### config.mk
export PLATFORM = sky130hd
export DESIGN_NAME = i2c_master_bit_sequencer_unit
export DESIGN_NICKNAME = d
export VERILOG_FILES = /design/src/i2cms_pkg.sv /design/src/i2cms_fifo.sv /design/src/i2cms_front.sv /design/src/i2cms_back.sv /design/src/i2c_master_bit_sequencer_unit.sv
export SDC_FILE = /design/constraint.sdc
export NUM_CORES = 1
export LEC_CHECK = 0
export BUFFER_PORTS_ARGS = -buffer_cell sky130_fd_sc_hd__buf_2
export CORE_ASPECT_RATIO = 0.8
export CORE_MARGIN = 4
export CORE_UTILIZATION = 40
export CTS_CLUSTER_DIAMETER = 80
export DETAILED_ROUTE_END_ITERATION = 8
export PLACE_DENSITY = 0.58
export SLEW_MARGIN = 25
export SYNTH_ARGS = -nofsm -noshare
export SYNTH_HDL_FRONTEND = slang
export SYNTH_SLANG_ARGS = --single-unit
### constraint.sdc
create_clock -name clk -period 6.45 [get_ports clk]
set_input_delay 1.29 -clock clk [delete_from_list [all_inputs] [get_ports clk]]
set_output_delay 1.29 -clock clk [all_outputs]
set_load 0.01 [all_outputs]
### src/i2cms_pkg.sv
package i2cms_pkg;

	localparam logic [2:0] FUNC_BUS_CHECK = 3'd0;
	localparam logic [2:0] FUNC_START     = 3'd1;
	localparam logic [2:0] FUNC_RSTART    = 3'd2;
	localparam logic [2:0] FUNC_WRITE     = 3'd3;
	localparam logic [2:0] FUNC_READ      = 3'd4;
	localparam logic [2:0] FUNC_STOP      = 3'd5;
	localparam logic [2:0] FUNC_SAMPLE    = 3'd6;

	localparam logic [2:0] BIT_LAST = 3'd7;
	localparam logic [4:0] WRITE_BIT_STEPS = 5'd24;

	typedef enum logic [3:0] {
		PH_IDLE     = 4'b0001,
		PH_WAIT_BUS = 4'b0010,
		PH_WAIT_ACK = 4'b0100,
		PH_WAIT_BIT = 4'b1000
	} phase_t;

	typedef enum logic [3:0] {
		JOB_BUS_CHECK,
		JOB_BUS_ANS,
		JOB_START,
		JOB_RSTART,
		JOB_WRITE,
		JOB_ACK,
		JOB_READ,
		JOB_BIT_MORE,
		JOB_BIT_LAST,
		JOB_STOP
	} job_kind_t;

	typedef struct packed {
		job_kind_t  kind;
		logic [7:0] data;
		logic       flag;
	} job_t;

	typedef enum logic [1:0] {
		LINE_NONE,
		LINE_SDA,
		LINE_SCL
	} line_t;

	typedef struct packed {
		line_t line;
		logic  value;
		logic  last;
		logic  need;
		logic  done;
	} step_t;

	typedef struct packed {
		logic       sda_release;
		logic       scl_release;
		logic       need_sample;
		logic       run_end;
		logic       cmd_done;
		logic [7:0] answer;
	} result_t;

endpackage

### src/i2cms_fifo.sv
module i2cms_fifo #(
	parameter int W     = 16,
	parameter int DEPTH = 4
) (
	input  logic         clk,
	input  logic         arst_n,
	input  logic         wr_en,
	input  logic [W-1:0] wr_data,
	output logic         full,
	input  logic         rd_en,
	output logic [W-1:0] rd_data,
	output logic         empty
);
	localparam int AW = (DEPTH > 1) ? $clog2(DEPTH) : 1;
	localparam int CW = $clog2(DEPTH + 1);

	logic [W-1:0]  mem_q [DEPTH];
	logic [AW-1:0] wr_ptr_q;
	logic [AW-1:0] rd_ptr_q;
	logic [CW-1:0] count_q;
	logic          do_wr;
	logic          do_rd;

	assign full    = (count_q == CW'(DEPTH));
	assign empty   = (count_q == '0);
	assign do_wr   = wr_en && !full;
	assign do_rd   = rd_en && !empty;
	assign rd_data = mem_q[rd_ptr_q];

	always_ff @(posedge clk) begin
		if (do_wr) begin
			mem_q[wr_ptr_q] <= wr_data;
		end
	end

	always_ff @(posedge clk or negedge arst_n) begin
		if (!arst_n) begin
			wr_ptr_q <= '0;
			rd_ptr_q <= '0;
			count_q  <= '0;
		end else begin
			if (do_wr) begin
				wr_ptr_q <= (wr_ptr_q == AW'(DEPTH - 1)) ? '0 : wr_ptr_q + 1'b1;
			end
			if (do_rd) begin
				rd_ptr_q <= (rd_ptr_q == AW'(DEPTH - 1)) ? '0 : rd_ptr_q + 1'b1;
			end
			if (do_wr && !do_rd) begin
				count_q <= count_q + 1'b1;
			end else if (do_rd && !do_wr) begin
				count_q <= count_q - 1'b1;
			end
		end
	end

	a_no_overflow: assert property (@(posedge clk) disable iff (!arst_n)
		wr_en |-> !full) else $error("write into a full queue");

	a_count_bound: assert property (@(posedge clk) disable iff (!arst_n)
		count_q <= CW'(DEPTH)) else $error("queue count out of range");

	a_drain: assert property (@(posedge clk) disable iff (!arst_n)
		(count_q == CW'(1) && do_rd && !do_wr) |=> empty)
		else $error("queue not empty after last read");

endmodule

### src/i2cms_front.sv
module i2cms_front (
	input  logic                clk,
	input  logic                arst_n,
	input  logic                push,
	input  logic                job_full,
	input  logic [2:0]          func,
	input  logic [7:0]          data_byte,
	input  logic                nack_last,
	input  logic                sda_in,
	input  logic                scl_in,
	output logic                job_wr,
	output i2cms_pkg::job_t     job
);
	import i2cms_pkg::*;

	phase_t     phase_q;
	logic [7:0] shift_q;
	logic [2:0] count_q;
	logic       nack_q;

	phase_t     phase_d;
	logic [7:0] shift_d;
	logic [2:0] count_d;
	logic       nack_d;
	logic       has_job;
	logic       accept;
	logic [7:0] shift_in;

	assign accept   = push && !job_full;
	assign job_wr   = accept && has_job;
	assign shift_in = {shift_q[6:0], sda_in};

	always_comb begin
		phase_d  = phase_q;
		shift_d  = shift_q;
		count_d  = count_q;
		nack_d   = nack_q;
		has_job  = 1'b1;
		job.kind = JOB_STOP;
		job.data = data_byte;
		job.flag = 1'b0;
		case (func)
			FUNC_BUS_CHECK: begin
				job.kind = JOB_BUS_CHECK;
				phase_d  = PH_WAIT_BUS;
			end
			FUNC_START: begin
				job.kind = JOB_START;
				phase_d  = PH_WAIT_ACK;
			end
			FUNC_RSTART: begin
				job.kind = JOB_RSTART;
				phase_d  = PH_WAIT_ACK;
			end
			FUNC_WRITE: begin
				job.kind = JOB_WRITE;
				phase_d  = PH_WAIT_ACK;
			end
			FUNC_READ: begin
				job.kind = JOB_READ;
				shift_d  = '0;
				count_d  = '0;
				nack_d   = nack_last;
				phase_d  = PH_WAIT_BIT;
			end
			FUNC_STOP: begin
				job.kind = JOB_STOP;
				job.data = '0;
				phase_d  = PH_IDLE;
			end
			FUNC_SAMPLE: begin
				case (phase_q)
					PH_WAIT_BUS: begin
						job.kind = JOB_BUS_ANS;
						job.data = {7'b0, sda_in & scl_in};
						phase_d  = PH_IDLE;
					end
					PH_WAIT_ACK: begin
						job.kind = JOB_ACK;
						job.data = {7'b0, !sda_in};
						phase_d  = PH_IDLE;
					end
					PH_WAIT_BIT: begin
						shift_d  = shift_in;
						count_d  = count_q + 1'b1;
						job.data = shift_in;
						job.flag = nack_q;
						if (count_q == BIT_LAST) begin
							job.kind = JOB_BIT_LAST;
							phase_d  = PH_IDLE;
						end else begin
							job.kind = JOB_BIT_MORE;
						end
					end
					default: begin
						has_job = 1'b0;
					end
				endcase
			end
			default: begin
				has_job = 1'b0;
			end
		endcase
	end

	always_ff @(posedge clk or negedge arst_n) begin
		if (!arst_n) begin
			phase_q <= PH_IDLE;
			shift_q <= '0;
			count_q <= '0;
			nack_q  <= 1'b0;
		end else if (accept) begin
			phase_q <= phase_d;
			shift_q <= shift_d;
			count_q <= count_d;
			nack_q  <= nack_d;
		end
	end

endmodule

### src/i2cms_back.sv
module i2cms_back (
	input  logic                clk,
	input  logic                arst_n,
	input  logic                job_empty,
	input  i2cms_pkg::job_t     job,
	output logic                job_rd,
	input  logic                out_full,
	output logic                out_wr,
	output i2cms_pkg::result_t  out_data
);
	import i2cms_pkg::*;

	function automatic step_t step_decode(job_kind_t kind, logic [4:0] step,
			logic [7:0] data, logic flag);
		step_t      s;
		logic [4:0] pre;
		logic [4:0] k;
		logic [8:0] prod;
		logic [3:0] q;
		logic [4:0] r;
		logic [7:0] sh;
		s = '{line: LINE_NONE, value: 1'b0, last: 1'b0, need: 1'b0, done: 1'b0};
		pre = (kind == JOB_RSTART) ? 5'd4 : ((kind == JOB_START) ? 5'd2 : 5'd0);
		k = step - pre;
		prod = {4'b0, k} * 9'd11;
		q = prod[8:5];
		r = k - {q, 1'b0} - {1'b0, q};
		sh = data << q[2:0];
		case (kind)
			JOB_BUS_CHECK: begin
				case (step[1:0])
					2'd0: s = '{LINE_SDA, 1'b0, 1'b0, 1'b0, 1'b0};
					2'd1: s = '{LINE_SCL, 1'b0, 1'b0, 1'b0, 1'b0};
					2'd2: s = '{LINE_SDA, 1'b1, 1'b0, 1'b0, 1'b0};
					default: s = '{LINE_SCL, 1'b1, 1'b1, 1'b1, 1'b0};
				endcase
			end
			JOB_BUS_ANS: begin
				s = '{LINE_NONE, 1'b0, 1'b1, 1'b0, 1'b1};
			end
			JOB_START, JOB_RSTART, JOB_WRITE: begin
				if (step < pre) begin
					if (kind == JOB_RSTART) begin
						case (step[1:0])
							2'd0: s = '{LINE_SDA, 1'b1, 1'b0, 1'b0, 1'b0};
							2'd1: s = '{LINE_SCL, 1'b1, 1'b0, 1'b0, 1'b0};
							2'd2: s = '{LINE_SDA, 1'b0, 1'b0, 1'b0, 1'b0};
							default: s = '{LINE_SCL, 1'b0, 1'b0, 1'b0, 1'b0};
						endcase
					end else if (step[0] == 1'b0) begin
						s = '{LINE_SDA, 1'b0, 1'b0, 1'b0, 1'b0};
					end else begin
						s = '{LINE_SCL, 1'b0, 1'b0, 1'b0, 1'b0};
					end
				end else if (k < WRITE_BIT_STEPS) begin
					case (r)
						5'd0: s = '{LINE_SDA, sh[7], 1'b0, 1'b0, 1'b0};
						5'd1: s = '{LINE_SCL, 1'b1, 1'b0, 1'b0, 1'b0};
						default: s = '{LINE_SCL, 1'b0, 1'b0, 1'b0, 1'b0};
					endcase
				end else if (k == WRITE_BIT_STEPS) begin
					s = '{LINE_SDA, 1'b1, 1'b0, 1'b0, 1'b0};
				end else begin
					s = '{LINE_SCL, 1'b1, 1'b1, 1'b1, 1'b0};
				end
			end
			JOB_ACK: begin
				if (step[0] == 1'b0) begin
					s = '{LINE_SCL, 1'b0, 1'b0, 1'b0, 1'b0};
				end else begin
					s = '{LINE_SDA, 1'b0, 1'b1, 1'b0, 1'b1};
				end
			end
			JOB_READ: begin
				if (step[0] == 1'b0) begin
					s = '{LINE_SDA, 1'b1, 1'b0, 1'b0, 1'b0};
				end else begin
					s = '{LINE_SCL, 1'b1, 1'b1, 1'b1, 1'b0};
				end
			end
			JOB_BIT_MORE: begin
				if (step[0] == 1'b0) begin
					s = '{LINE_SCL, 1'b0, 1'b0, 1'b0, 1'b0};
				end else begin
					s = '{LINE_SCL, 1'b1, 1'b1, 1'b1, 1'b0};
				end
			end
			JOB_BIT_LAST: begin
				case (step[2:0])
					3'd0: s = '{LINE_SCL, 1'b0, 1'b0, 1'b0, 1'b0};
					3'd1: s = '{LINE_SDA, flag, 1'b0, 1'b0, 1'b0};
					3'd2: s = '{LINE_SCL, 1'b1, 1'b0, 1'b0, 1'b0};
					3'd3: s = '{LINE_SCL, 1'b0, 1'b0, 1'b0, 1'b0};
					default: s = '{LINE_SDA, 1'b0, 1'b1, 1'b0, 1'b1};
				endcase
			end
			default: begin
				case (step[1:0])
					2'd0: s = '{LINE_SDA, 1'b0, 1'b0, 1'b0, 1'b0};
					2'd1: s = '{LINE_SCL, 1'b1, 1'b0, 1'b0, 1'b0};
					default: s = '{LINE_SDA, 1'b1, 1'b1, 1'b0, 1'b1};
				endcase
			end
		endcase
		return s;
	endfunction

	logic       busy_q;
	job_t       job_q;
	logic [4:0] step_q;
	logic       sda_q;
	logic       scl_q;

	step_t      cur;
	logic       emit;
	logic       fin;
	logic       sda_nxt;
	logic       scl_nxt;

	assign cur     = step_decode(job_q.kind, step_q, job_q.data, job_q.flag);
	assign emit    = busy_q && !out_full;
	assign fin     = emit && cur.last;
	assign job_rd  = !job_empty && (!busy_q || fin);
	assign out_wr  = emit;
	assign sda_nxt = (cur.line == LINE_SDA) ? cur.value : sda_q;
	assign scl_nxt = (cur.line == LINE_SCL) ? cur.value : scl_q;

	always_comb begin
		out_data.sda_release = sda_nxt;
		out_data.scl_release = scl_nxt;
		out_data.need_sample = cur.need;
		out_data.run_end     = cur.last;
		out_data.cmd_done    = cur.done;
		out_data.answer      = cur.done ? job_q.data : 8'd0;
	end

	always_ff @(posedge clk) begin
		if (job_rd) begin
			job_q <= job;
		end
	end

	always_ff @(posedge clk or negedge arst_n) begin
		if (!arst_n) begin
			busy_q <= 1'b0;
			step_q <= '0;
			sda_q  <= 1'b1;
			scl_q  <= 1'b1;
		end else begin
			if (emit) begin
				sda_q  <= sda_nxt;
				scl_q  <= scl_nxt;
			end
			if (job_rd) begin
				step_q <= '0;
			end else if (emit) begin
				step_q <= step_q + 1'b1;
			end
			if (job_rd) begin
				busy_q <= 1'b1;
			end else if (fin) begin
				busy_q <= 1'b0;
			end
		end
	end

endmodule

### src/i2c_master_bit_sequencer_unit.sv
// i2c master bit sequencer: byte-level commands in, open-drain line events out
// input queue: push/full with func, data_byte, nack_last, sda_in, scl_in;
//   a request is taken at an edge with push high and full low
// result queue: empty/pop; the oldest line event sits on the result ports while
//   empty is low and leaves at an edge with pop high
// each command request yields a run of 2 to 30 events, one per cycle while the
//   result queue has room; a pin sample request yields 1 to 5; a sample with
//   nothing pending and func 7 yield none
// a taken request goes through the job queue, the job register and the result
//   queue before its first event is visible on the result ports
// throughput: a new request is taken every cycle while the job queue has room;
//   the event generator runs one event per cycle while the result queue has room
// reset clears both queues and the sequencing state, lines released high
// a stalled result side fills the result queue, then the job queue, then
//   raises full; nothing is dropped
module i2c_master_bit_sequencer_unit #(
	parameter int JOB_DEPTH = 4,
	parameter int OUT_DEPTH = 4
) (
	input  logic       clk,
	input  logic       arst_n,
	input  logic       push,
	output logic       full,
	input  logic [2:0] func,
	input  logic [7:0] data_byte,
	input  logic       nack_last,
	input  logic       sda_in,
	input  logic       scl_in,
	output logic       empty,
	input  logic       pop,
	output logic       sda_release,
	output logic       scl_release,
	output logic       need_sample,
	output logic       run_end,
	output logic       cmd_done,
	output logic [7:0] answer
);
	import i2cms_pkg::*;

	logic    job_wr;
	logic    job_full;
	logic    job_empty;
	logic    job_rd;
	job_t    job_in;
	job_t    job_out;
	logic    out_wr;
	logic    out_full;
	result_t out_in;
	result_t out_out;

	assign full = job_full;

	i2cms_front u_front (
		.clk       (clk),
		.arst_n    (arst_n),
		.push      (push),
		.job_full  (job_full),
		.func      (func),
		.data_byte (data_byte),
		.nack_last (nack_last),
		.sda_in    (sda_in),
		.scl_in    (scl_in),
		.job_wr    (job_wr),
		.job       (job_in)
	);

	i2cms_fifo #(
		.W     ($bits(job_t)),
		.DEPTH (JOB_DEPTH)
	) u_job_fifo (
		.clk     (clk),
		.arst_n  (arst_n),
		.wr_en   (job_wr),
		.wr_data (job_in),
		.full    (job_full),
		.rd_en   (job_rd),
		.rd_data (job_out),
		.empty   (job_empty)
	);

	i2cms_back u_back (
		.clk       (clk),
		.arst_n    (arst_n),
		.job_empty (job_empty),
		.job       (job_out),
		.job_rd    (job_rd),
		.out_full  (out_full),
		.out_wr    (out_wr),
		.out_data  (out_in)
	);

	i2cms_fifo #(
		.W     ($bits(result_t)),
		.DEPTH (OUT_DEPTH)
	) u_out_fifo (
		.clk     (clk),
		.arst_n  (arst_n),
		.wr_en   (out_wr),
		.wr_data (out_in),
		.full    (out_full),
		.rd_en   (pop),
		.rd_data (out_out),
		.empty   (empty)
	);

	assign sda_release = out_out.sda_release;
	assign scl_release = out_out.scl_release;
	assign need_sample = out_out.need_sample;
	assign run_end     = out_out.run_end;
	assign cmd_done    = out_out.cmd_done;
	assign answer      = out_out.answer;

endmodule

==> results of run 1 <==
stage by stage:
| step | utilization (%) | std cells | setup WS [ns] | hold slack, ns | cell area [µm²] |
|---|---|---|---|---|---|
| CTS | 48.3 | 860 | 0.00237 | 0.502 | 8930 |
| global route | 48.6 | 863 | -0.118 | 0.517 | 8990 |
| global placement | 44.7 | 823 | 0.0962 | 0.480 | 8260 |
| floorplan | - | 546 | -0.0521 | 0.464 | 7790 |
| finish | 48.6 | 863 | 0.103 | 0.497 | 8990 |
| detailed placement | 44.7 | 823 | -0.0599 | 0.486 | 8260 |
logic make-up after synthesis:
group	Yosys count
XOR/XNOR	19
AO/OA/AOI/OAI	98
adder cells (fa/ha/maj)	46
buffers and inverters	52
flip-flops	154
multiplexers	46
AND/OR/NAND/NOR	131
state kept, by name, indices dropped and copies added (netlist names), 3 cells and up:
register / cells
u_back.job_q: 13
u_back.step_q: 5
u_front.count_q: 3
u_front.phase_q: 4
u_front.shift_q: 7
u_job_fifo.count_q: 3
u_job_fifo.mem_q: 52
u_out_fifo.count_q: 3
u_out_fifo.mem_q: 52
critical path, stage by stage (launching register included):
cell	delay, ns
edfxtp_1	0.41
nand2b_4	0.16
nor3_2	0.16
ha_2	0.22
inv_2	0.05
fa_2	0.41
xnor2_4	0.15
ha_1	0.28
inv_1	0.04
fa_1	0.48
inv_1	0.04
ha_2	0.17
or3_4	0.39
o22a_4	0.29
o311ai_4	0.31
inv_2	0.08
fa_1	0.49
ha_1	0.33
or3_4	0.40
a21oi_2	0.14
or2b_1	0.23
mux2_4	0.29
a21oi_4	0.16
o21ai_2	0.08
mux2_4	0.32
repair_timing:
item / 4_1_cts / 5_1_grt
pin swaps: 11 / 13
gates cloned: 0 / 0
buffers inserted: 5 / 2
endpoints found under the setup margin: 8 / 10
resized for setup: 1 / 6
layout make-up:
cell class / count / area, µm²
Fill cell: 1639 / 9510
Sequential cell: 154 / 4440
Multi-Input combinational cell: 340 / 3150
Clock buffer: 19 / 443
Timing Repair Buffer: 52 / 330
Tap cell: 253 / 317
Clock inverter: 13 / 190
Inverter: 32 / 120
worst paths after layout:
kind,cells after the start,from,slack [ns],to
worst max-delay path,24,u_back.job_q[12]$_DFFE_PP_,0.10,u_out_fifo.mem_q[0][12]$_DFFE_PP_
max in group asynchronous,2,arst_n,5.07,u_back.sda_q$_DFFE_PN1P_
worst min register to register,1,u_out_fifo.count_q[2]$_DFFE_PN0P_,0.50,u_out_fifo.count_q[2]$_DFFE_PN0P_
worst min-delay path,1,u_out_fifo.count_q[2]$_DFFE_PN0P_,0.50,u_out_fifo.count_q[2]$_DFFE_PN0P_
worst max register to register,24,u_back.job_q[12]$_DFFE_PP_,0.10,u_out_fifo.mem_q[0][12]$_DFFE_PP_
min in group asynchronous,1,arst_n,0.82,u_front.count_q[0]$_DFFE_PN0P_
Yosys cell counts (5+ instances only):
cell type / count
xnor2_1: 10
clkbuf_1: 15
nand2_1: 18
nor3b_1: 5
o21ai_0: 21
mux2_2: 14
and2_1: 15
nand2b_1: 6
a21o_1: 5
a21oi_1: 18
mux4_2: 27
a22o_1: 18
ha_1: 39
nand3_1: 8
dfrtp_1: 34
fa_1: 7
and3_1: 5
edfxtp_1: 117
xor2_1: 9
nor2b_1: 7
inv_1: 32
mux2i_1: 5
nor3_1: 13
nor2_1: 35
layout by cell type, fill, tap and decap left out, types with 19 or more instances in the layout:
cell type  count
mux4_2        27
ha_1          36
dfrtp_1       33
buf_2         32
nor2_1        35
o21ai_0       20
inv_1         26
buf_4         19
edfxtp_1     117
routing by layer:
layer	track usage [%]	wire length (µm)	part of all wire, %
met4	3.77	137	0.94
met5	0	0	0
met3	3.69	599	4.1
met2	23.6	7090	48
met1	19.1	6810	47
==> metrics.txt, run 1 <==
outcome finished, final reports clean; 1st-iter DRT viols 213; Worst Tran Pin Value 0.896 ns; largest net degree at the start of global routing 38; Post-synth EDFFs 117; first-pass detailed-route iteration total 4; Tcrit/Tclk final 98.4%; number of port buffers 32; Critical Path Fanout Max 4; starting density of the core 41.4%; RSZ-0062 raised after global routing true; Distinct cells, synth 65; WL per Instance 17.0 µm; Routed Antenna Nets 0; vias in the first global route 4577; layout net count 661; global placement routability congestion 0.833; xor/xnor cell area share of the yosys netlist under 10%; GRT Total Usage between 10% and 20%; post-route DRC violation count 0; Critical Path End Type flop; top area cells in the synthesized netlist edfxtp_1, dfrtp_1, mux4_2; I/O pins 33; Post-CTS Hold Buffers 0; TritonCTS Sinks around 150; yosys warns 0; die height 132 µm; cell accounting for the most synthesized area edfxtp_1; Clock Tree Buf Depth 2; CP Launch Type flop; #FFs+latches synth roughly 150; Final setup viols 0; Mapped Cells about 550; HPWL after DPL 10.2 mm; Core ar. about 18000 µm²; global-route wire length before repair 24.1 mm; antenna fix cells 0; clk root buf clkbuf_16; layout cells sized above 1 between 20% and 30%; Top FF cell, synth edfxtp_1; simple-gate share of the synthesized area a little over 9%; CTS tree built; WS Path Type reg -> reg; CP arrival 6.51 ns; Post-Route WL 14.6 mm; Chip Width 163 µm; global route total overflow 0; Relative slew margins 40.3%; die area 21400 µm²; mux cell area share after synthesis approximately a tenth; Hold WC Path Type reg -> reg; Async SR Flop Fraction 24.0%; CP required between 6 and 7 ns; Final Max Tran Viols 0; Max Cap Viol 0; Layout area overhead 17.4%; clock transition at the registers of the reported paths 0.06 ns; setup tns final 0 ns; via count 4497; average cell area after synthesis 14.0 µm²; initial antenna violation count 0; post-synthesis sequential area ratio 58.0%; Setup Skew 0.00981 ns; Final Critical Period approximately 6.3 ns; adder-cell share of the synthesized area 8.20%; CTS buffer count 17; largest family of logic cells by synthesized area multiplexers; H-Tree Depth 4; Final Hold Vio Count 0; Post-Syn Area 7660 µm²; Fmax 158 MHz; syn_nets 610; Compound-Gate Fraction of Synth Area under 10%; vias per cell 5.21; Row Count 44; Clk Latency, worst-skew pair 0.42 ns; top cell type's share of synthesized area between 40% and 50%
Power of run 1 is not shown: default switching activity piles up to over one toggle a cycle in this logic, so the estimate is an artifact.
==> run 2: changes to the inputs <==
--- a/config.mk
+++ b/config.mk
@@ -15,4 +15,5 @@
 export SLEW_MARGIN = 25
 export SYNTH_ARGS = -nofsm -noshare
 export SYNTH_HDL_FRONTEND = slang
+export SYNTH_HIERARCHICAL = 1
 export SYNTH_SLANG_ARGS = --single-unit
==> metrics.txt, run 2 <==
largest net degree at the start of global routing 38; CP required between 6 and 7 ns; WS Path Type reg -> reg; post-synthesis sequential area ratio 55.9%; Post-Place Cells 835; worst r2r path cells 24; #FFs+latches synth 154; layout net count 670; hold path cells 1; CP max stage delay 0.50 ns; top cell type's share of synthesized area 44.2%; Post-Route WL 15.6 mm; Worst Tran Pin Value approximately 0.95 ns; worst r2r src u_back/job_q[11]$_DFFE_PP_; cell accounting for the most synthesized area edfxtp_1; Top FF cell, synth edfxtp_1; I/O pins 33; antenna fix cells 0; outcome finished, final reports clean; Relative slew margins a little under two fifths; die height 134 µm; Post-synth EDFFs 117; vias in the first global route around 4.8k; CP cell instances nor4b_4, ha_2, inv_1, fa_2, xnor2_4, ha_1, inv_1, fa_1, inv_1, ha_1, o21ai_2, a21oi_2, buf_4, nor2_1, ha_1, fa_1, nand2b_1, a21oi_2, xor2_1, xnor2_2, mux2_4, o21ai_4, buf_4, a31oi_2; commonest non-fill, non-tap cell in the layout edfxtp_1; RR Endpoint u_out_fifo/mem_q[3][11]$_DFFE_PP_; global placement routability congestion roughly 0.89; pre-CTS WS -0.0498 ns; Layout area overhead 15.2%; synth cell count leaders edfxtp_1, ha_1, dfrtp_1; Hold WS around 0.51 ns; Distinct cells, synth 83; number of port buffers 32; most frequent cells in the layout edfxtp_1, ha_1, inv_1; Clock Tree Buf Depth 2; CP arrival about 6.4 ns; vias per cell 5.34; Row Count 45; syn_nets just over 600; post-route DRC violation count 0; clock transition at the registers of the reported paths about 0.060 ns; register area 4450 µm²; average cell area after synthesis 14.2 µm²; top-count cell post-synth edfxtp_1; yosys warns 6; Post-Syn Area 7950 µm²; HPWL after DPL 10.7 mm; GRT Total Usage 14.7%; first-pass detailed-route iteration total 5; CP Launch Type flop; Post-CTS Hold Buffers 0; top area cells in the synthesized netlist edfxtp_1, dfrtp_1, mux4_2; Final Critical Period 6.22 ns; TritonCTS Sinks 154; global route total overflow 0; Filler Cells Inserted 1706; flop2flop setup slack 0.23 ns; Final setup viols 0; Setup Skew 0.0132 ns; Core ar. around 19000 µm²; via count around 4.7k; Multi-input gate area 3330 µm²; layout cells sized above 1 28.3%; clk root buf clkbuf_16; Fmax 161 MHz; Final Hold Vio Count 0; Mapped Cells ~560; CTS tree built; Clk Latency, worst-skew pair 0.42 ns; Max Cap Viol 0; WL per Instance ~18 µm; Worst Hold End u_front/count_q[2]$_DFFE_PN0P_; Async SR Flop Fraction 24.0%; Tcrit/Tclk final 96.5%; CTS buffer count 17; Final Max Tran Viols 0; die area 22200 µm²; Chip Width around 170 µm; H-Tree Depth 4; Critical Path End Type flop; initial antenna violation count 0; Critical Path Fanout Max 5; setup ws final 0.226 ns; starting density of the core 41.3%; 1st-iter DRT viols 364; hold path startpoint u_front/count_q[2]$_DFFE_PN0P_; global-route wire length before repair 25.1 mm; Crit-path slowest cell fa_1; Regs by FF count u_job_fifo/mem_q x52, u_out_fifo/mem_q x52, u_back/job_q x13; Routed Antenna Nets 0; Hold WC Path Type reg -> reg; final cell count without fillers 877
run 2: cell types whose count changed in the layout (fill, tap and decap cells not counted), sizes merged, moves of 5 or more:
cell and delta:
inv +5, mux2i +6, nor2 -7, nor2b +12
run 2: worst max path at each step:
stage,end,cells after the start,slack [ns],start
5_1_grt,u_back/sda_q$_DFFE_PN1P_,27,-0.04,u_back/job_q[11]$_DFFE_PP_
3_3_place_gp,u_out_fifo/mem_q[0][12]$_DFFE_PP_,26,0.18,u_back/job_q[12]$_DFFE_PP_
6_report,u_out_fifo/mem_q[3][11]$_DFFE_PP_,24,0.23,u_back/job_q[11]$_DFFE_PP_
3_5_place_dp,u_out_fifo/mem_q[3][11]$_DFFE_PP_,26,-0.05,u_back/job_q[12]$_DFFE_PP_
4_1_cts,u_out_fifo/mem_q[2][12]$_DFFE_PP_,26,0.01,u_back/job_q[12]$_DFFE_PP_
2_1_floorplan,u_out_fifo/mem_q[0][12]$_DFFE_PP_,29,0.002,u_back/job_q[12]$_DFFE_PP_
run 2: logic make-up after synthesis:
group | count (synthesis) | share of synthesized area (%)
DFF | 154 | 55.9
adders and majority gates | 46 | 7.90
and+or+nand+nor | 128 | 9.70
xor gates and xnor gates | 17 | 1.87
AOI/OAI and AO/OA | 105 | 10.3
muxes | 50 | 10.9
buffers and inverters | 58 | 3.42
run 2: area by class of cell:
cell class / count / share of cell area, %
clock buffers: 19 / 5.19
clock inverters: 13 / 1.35
inverters: 33 / 1.35
multi-input cells: 346 / 36.4
flip-flops and latches: 154 / 48.6
well taps: 258 / 3.53
repair buffers: 54 / 3.58
run 2: metrics by stage:
stage | cell area, µm² | util (%) | setup TNS (ns)
after global routing | 9150 | 47.5 | -0.215
after floorplan | 7960 | - | 0
after detailed placement | 8380 | 43.5 | -0.388
after global placement | 8380 | 43.5 | 0
after CTS | 9000 | 46.7 | 0
final | 9150 | 47.5 | 0
run 2: critical path, delay by kind of cell, from the launching register on:
kind            cells  cell delay (ns)
fa+ha+maj           7             2.58
simple gates        3             0.78
compound gates      5             0.67
xor+xnor            3             0.61
flops               1             0.46
buf+inv             5             0.46
mux                 1             0.36
run 2: routing by layer:
layer | up-vias | GRT usage, % | wire [µm]
li1 | 2219 | - | -
met1 | 2312 | 20.9 | 7330
met2 | 131 | 22.3 | 7210
met3 | 22 | 3.56 | 831
met4 | 0 | 4.63 | 256
met5 | - | 0 | 0
run 2: what timing repair did:
action / in CTS / in global routing
gates resized for setup: 3 / 15
pin swaps: 1 / 10
setup buffers: 0 / 10
endpoints found under the hold margin: 0 / 0
endpoints found under the setup margin: 8 / 10
Power of run 2 is left out for the same reason.
==> run 3: changes to the inputs <==
--- a/config.mk
+++ b/config.mk
@@ -5,12 +5,14 @@
 export SDC_FILE = /design/constraint.sdc
 export NUM_CORES = 1
 export LEC_CHECK = 0
+export ABC_AREA = 1
 export BUFFER_PORTS_ARGS = -buffer_cell sky130_fd_sc_hd__buf_2
 export CORE_ASPECT_RATIO = 0.8
 export CORE_MARGIN = 4
 export CORE_UTILIZATION = 40
 export CTS_CLUSTER_DIAMETER = 80
 export DETAILED_ROUTE_END_ITERATION = 8
+export GPL_TIMING_DRIVEN = 0
 export PLACE_DENSITY = 0.58
 export SLEW_MARGIN = 25
 export SYNTH_ARGS = -nofsm -noshare
==> metrics.txt, run 3 <==
Crit-path slowest cell fa_1; top cell type's share of synthesized area 41.4%; antenna fix cells 0; RR Endpoint u_out_fifo/mem_q[0][12]$_DFFE_PP_; fin util 46.7%; cell accounting for the most synthesized area edfxtp_1; Critical Path Fanout Max 5; die area 23600 µm²; Post-Route WL 17.5 mm; number of port buffers 32; top-count cell post-synth nand2_1; syn_nets 942; flop2flop setup slack ~0.56 ns; Regs by FF count u_job_fifo/mem_q x52, u_out_fifo/mem_q x52, u_back/job_q x13; vias in the first global route 5584; first-pass detailed-route iteration total 4; outcome finished, final reports clean; Distinct cells, synth 48; Mapped Cells 878; synth cell count leaders nand2_1, inv_1, edfxtp_1; Max Cap Viol 0; Final Critical Period about 6 ns; Core ar. 20800 µm²; average cell area after synthesis around 9.7 µm²; clock transition at the registers of the reported paths 0.06 ns; global route total overflow 0; Fmax 170 MHz; H-Tree Depth 4; WL per Instance 14.4 µm; Relative slew margins 44.8%; #FFs+latches synth approximately 150; global-route wire length before repair between 20 and 30 mm; Critical Path End Type flop; CP Launch Type flop; mux cell area share after synthesis 0%; Hold WC Path Type reg -> reg; largest family of logic cells by synthesized area simple AND/OR/NAND/NOR gates; hold path cells 2; via count 5783; Worst Hold End u_back/scl_q$_DFFE_PN1P_; WS Path Type reg -> reg; Top FF cell, synth edfxtp_1; 1st-iter DRT viols 338; Row Count 47; Filler Cells Inserted 1953; Clock Tree Buf Depth 2; CTS buffer count 17; post-route DRC violation count 0; setup tns final 0 ns; starting density of the core about 41%; Post-Syn Area 8490 µm²; Setup Skew 0.00970 ns; Final Hold Vio Count 0; CTS tree built; layout cells sized above 1 17.8%; global placement routability congestion 0.802; Worst path most repeated cell nand2_1; worst r2r path cells 35; CP arrival 6.07 ns; CP required 6.63 ns; simple-gate share of the synthesized area 20.3%; Async SR Flop Fraction 24.0%; Worst Tran Pin Value around 0.83 ns; I/O pins 33; CP max stage delay 0.60 ns; largest net degree at the start of global routing 38; yosys warns 6; xor/xnor cell area share of the yosys netlist 0.914%; commonest non-fill, non-tap cell in the layout nand2_1; clk root buf clkbuf_16; HPWL after DPL 12.3 mm; vias per cell 4.77; post-synthesis sequential area ratio 52.3%; Layout area overhead 14.1%; worst r2r src u_back/job_q[12]$_DFFE_PP_; layout net count slightly below 1k; most frequent cells in the layout nand2_1, inv_1, edfxtp_1; Compound-Gate Fraction of Synth Area 9.52%; die height about 140 µm; GRT Total Usage 15.3%; TritonCTS Sinks 154; Chip Width 171 µm; Routed Antenna Nets 0; initial antenna violation count 0; Final setup viols 0; top area cells in the synthesized netlist edfxtp_1, nand2_1, dfrtp_1; Post-synth EDFFs 117; hold path startpoint u_back/scl_q$_DFFE_PN1P_; adder-cell share of the synthesized area 7.40%; Post-CTS Hold Buffers 0; Tcrit/Tclk final 91.4%; Clk Latency, worst-skew pair around 0.42 ns; Final Max Tran Viols 0
==> run 3: changes by cell type in the layout (fill, tap and decap cells not counted), sizes merged, moves of 11 or more <==
cell    delta
nor2b     -19
o211ai    +53
nand3     +41
mux4      -26
nand2    +244
mux2i     -11
mux2      -13
a22o      -17
nor2      +23
inv      +119
==> run 3: cell families after synthesis <==
| kind of cell | Yosys count |
|---|---|
| adder cells (fa/ha/maj) | 46 |
| AO/OA/AOI/OAI | 100 |
| flip-flops | 154 |
| buffers and inverters | 180 |
| XOR/XNOR | 8 |
| AND/OR/NAND/NOR | 390 |
==> run 3: final cells by class <==
| cell class | instances | area [µm²] | share of cell area, % |
|---|---|---|---|
| Clock buffer | 20 | 437 | 4.51 |
| Tap cell | 269 | 337 | 3.47 |
| Clock inverter | 12 | 149 | 1.54 |
| Multi-Input combinational cell | 544 | 3330 | 34.4 |
| Buffer | 21 | 216 | 2.23 |
| Inverter | 159 | 597 | 6.16 |
| Timing Repair Buffer | 34 | 178 | 1.83 |
| Sequential cell | 154 | 4440 | 45.9 |
==> run 3: how the worst max path moves through the flow <==
stage	cells past startpoint	to	slack [ns]	startpoint
final	35	u_out_fifo/mem_q[0][12]$_DFFE_PP_	0.56	u_back/job_q[12]$_DFFE_PP_
after floorplan	35	u_out_fifo/mem_q[0][11]$_DFFE_PP_	0.69	u_back/job_q[11]$_DFFE_PP_
after global routing	37	u_out_fifo/mem_q[0][12]$_DFFE_PP_	-0.006	u_back/job_q[12]$_DFFE_PP_
after global placement	35	u_out_fifo/mem_q[0][12]$_DFFE_PP_	-0.17	u_back/job_q[11]$_DFFE_PP_
after CTS	35	u_out_fifo/mem_q[0][12]$_DFFE_PP_	0.10	u_back/job_q[11]$_DFFE_PP_
after detailed placement	35	u_out_fifo/mem_q[0][12]$_DFFE_PP_	-0.25	u_back/job_q[11]$_DFFE_PP_
==> run 3: critical path: cells and delay by family (launching register included) <==
kind	cells	cell delay, ns
adders and majority gates	7	2.37
and+or+nand+nor	17	1.41
AOI/OAI and AO/OA	3	0.53
buffers and inverters	6	0.49
xor gates and xnor gates	2	0.46
DFF	1	0.38
==> run 3: layer usage <==
layer	global-route usage (%)	routed length, µm
met5	0	0
met4	4.92	263
met3	2.77	574
met2	24.1	8020
met1	21.4	8640
==> run 3: per-stage QoR <==
step	cell area, µm²	worst slack, ns	cells	hold WS, ns
floorplan	8490	0.686	878	0.442
global placement	8990	-0.170	1179	0.460
detailed placement	9010	-0.253	1179	0.460
CTS	9620	0.103	1211	0.469
global route	9690	-0.00556	1213	0.479
finish	9690	0.557	1213	0.465
==> run 3: repair_timing <==
item	in CTS	in global routing
endpoints found under the setup margin	8	10
gates resized for setup	3	8
pin swaps	0	1
cloned	0	0
endpoints found under the hold margin	0	0
buffers inserted	0	2
Power of run 3 is left out for the same reason.
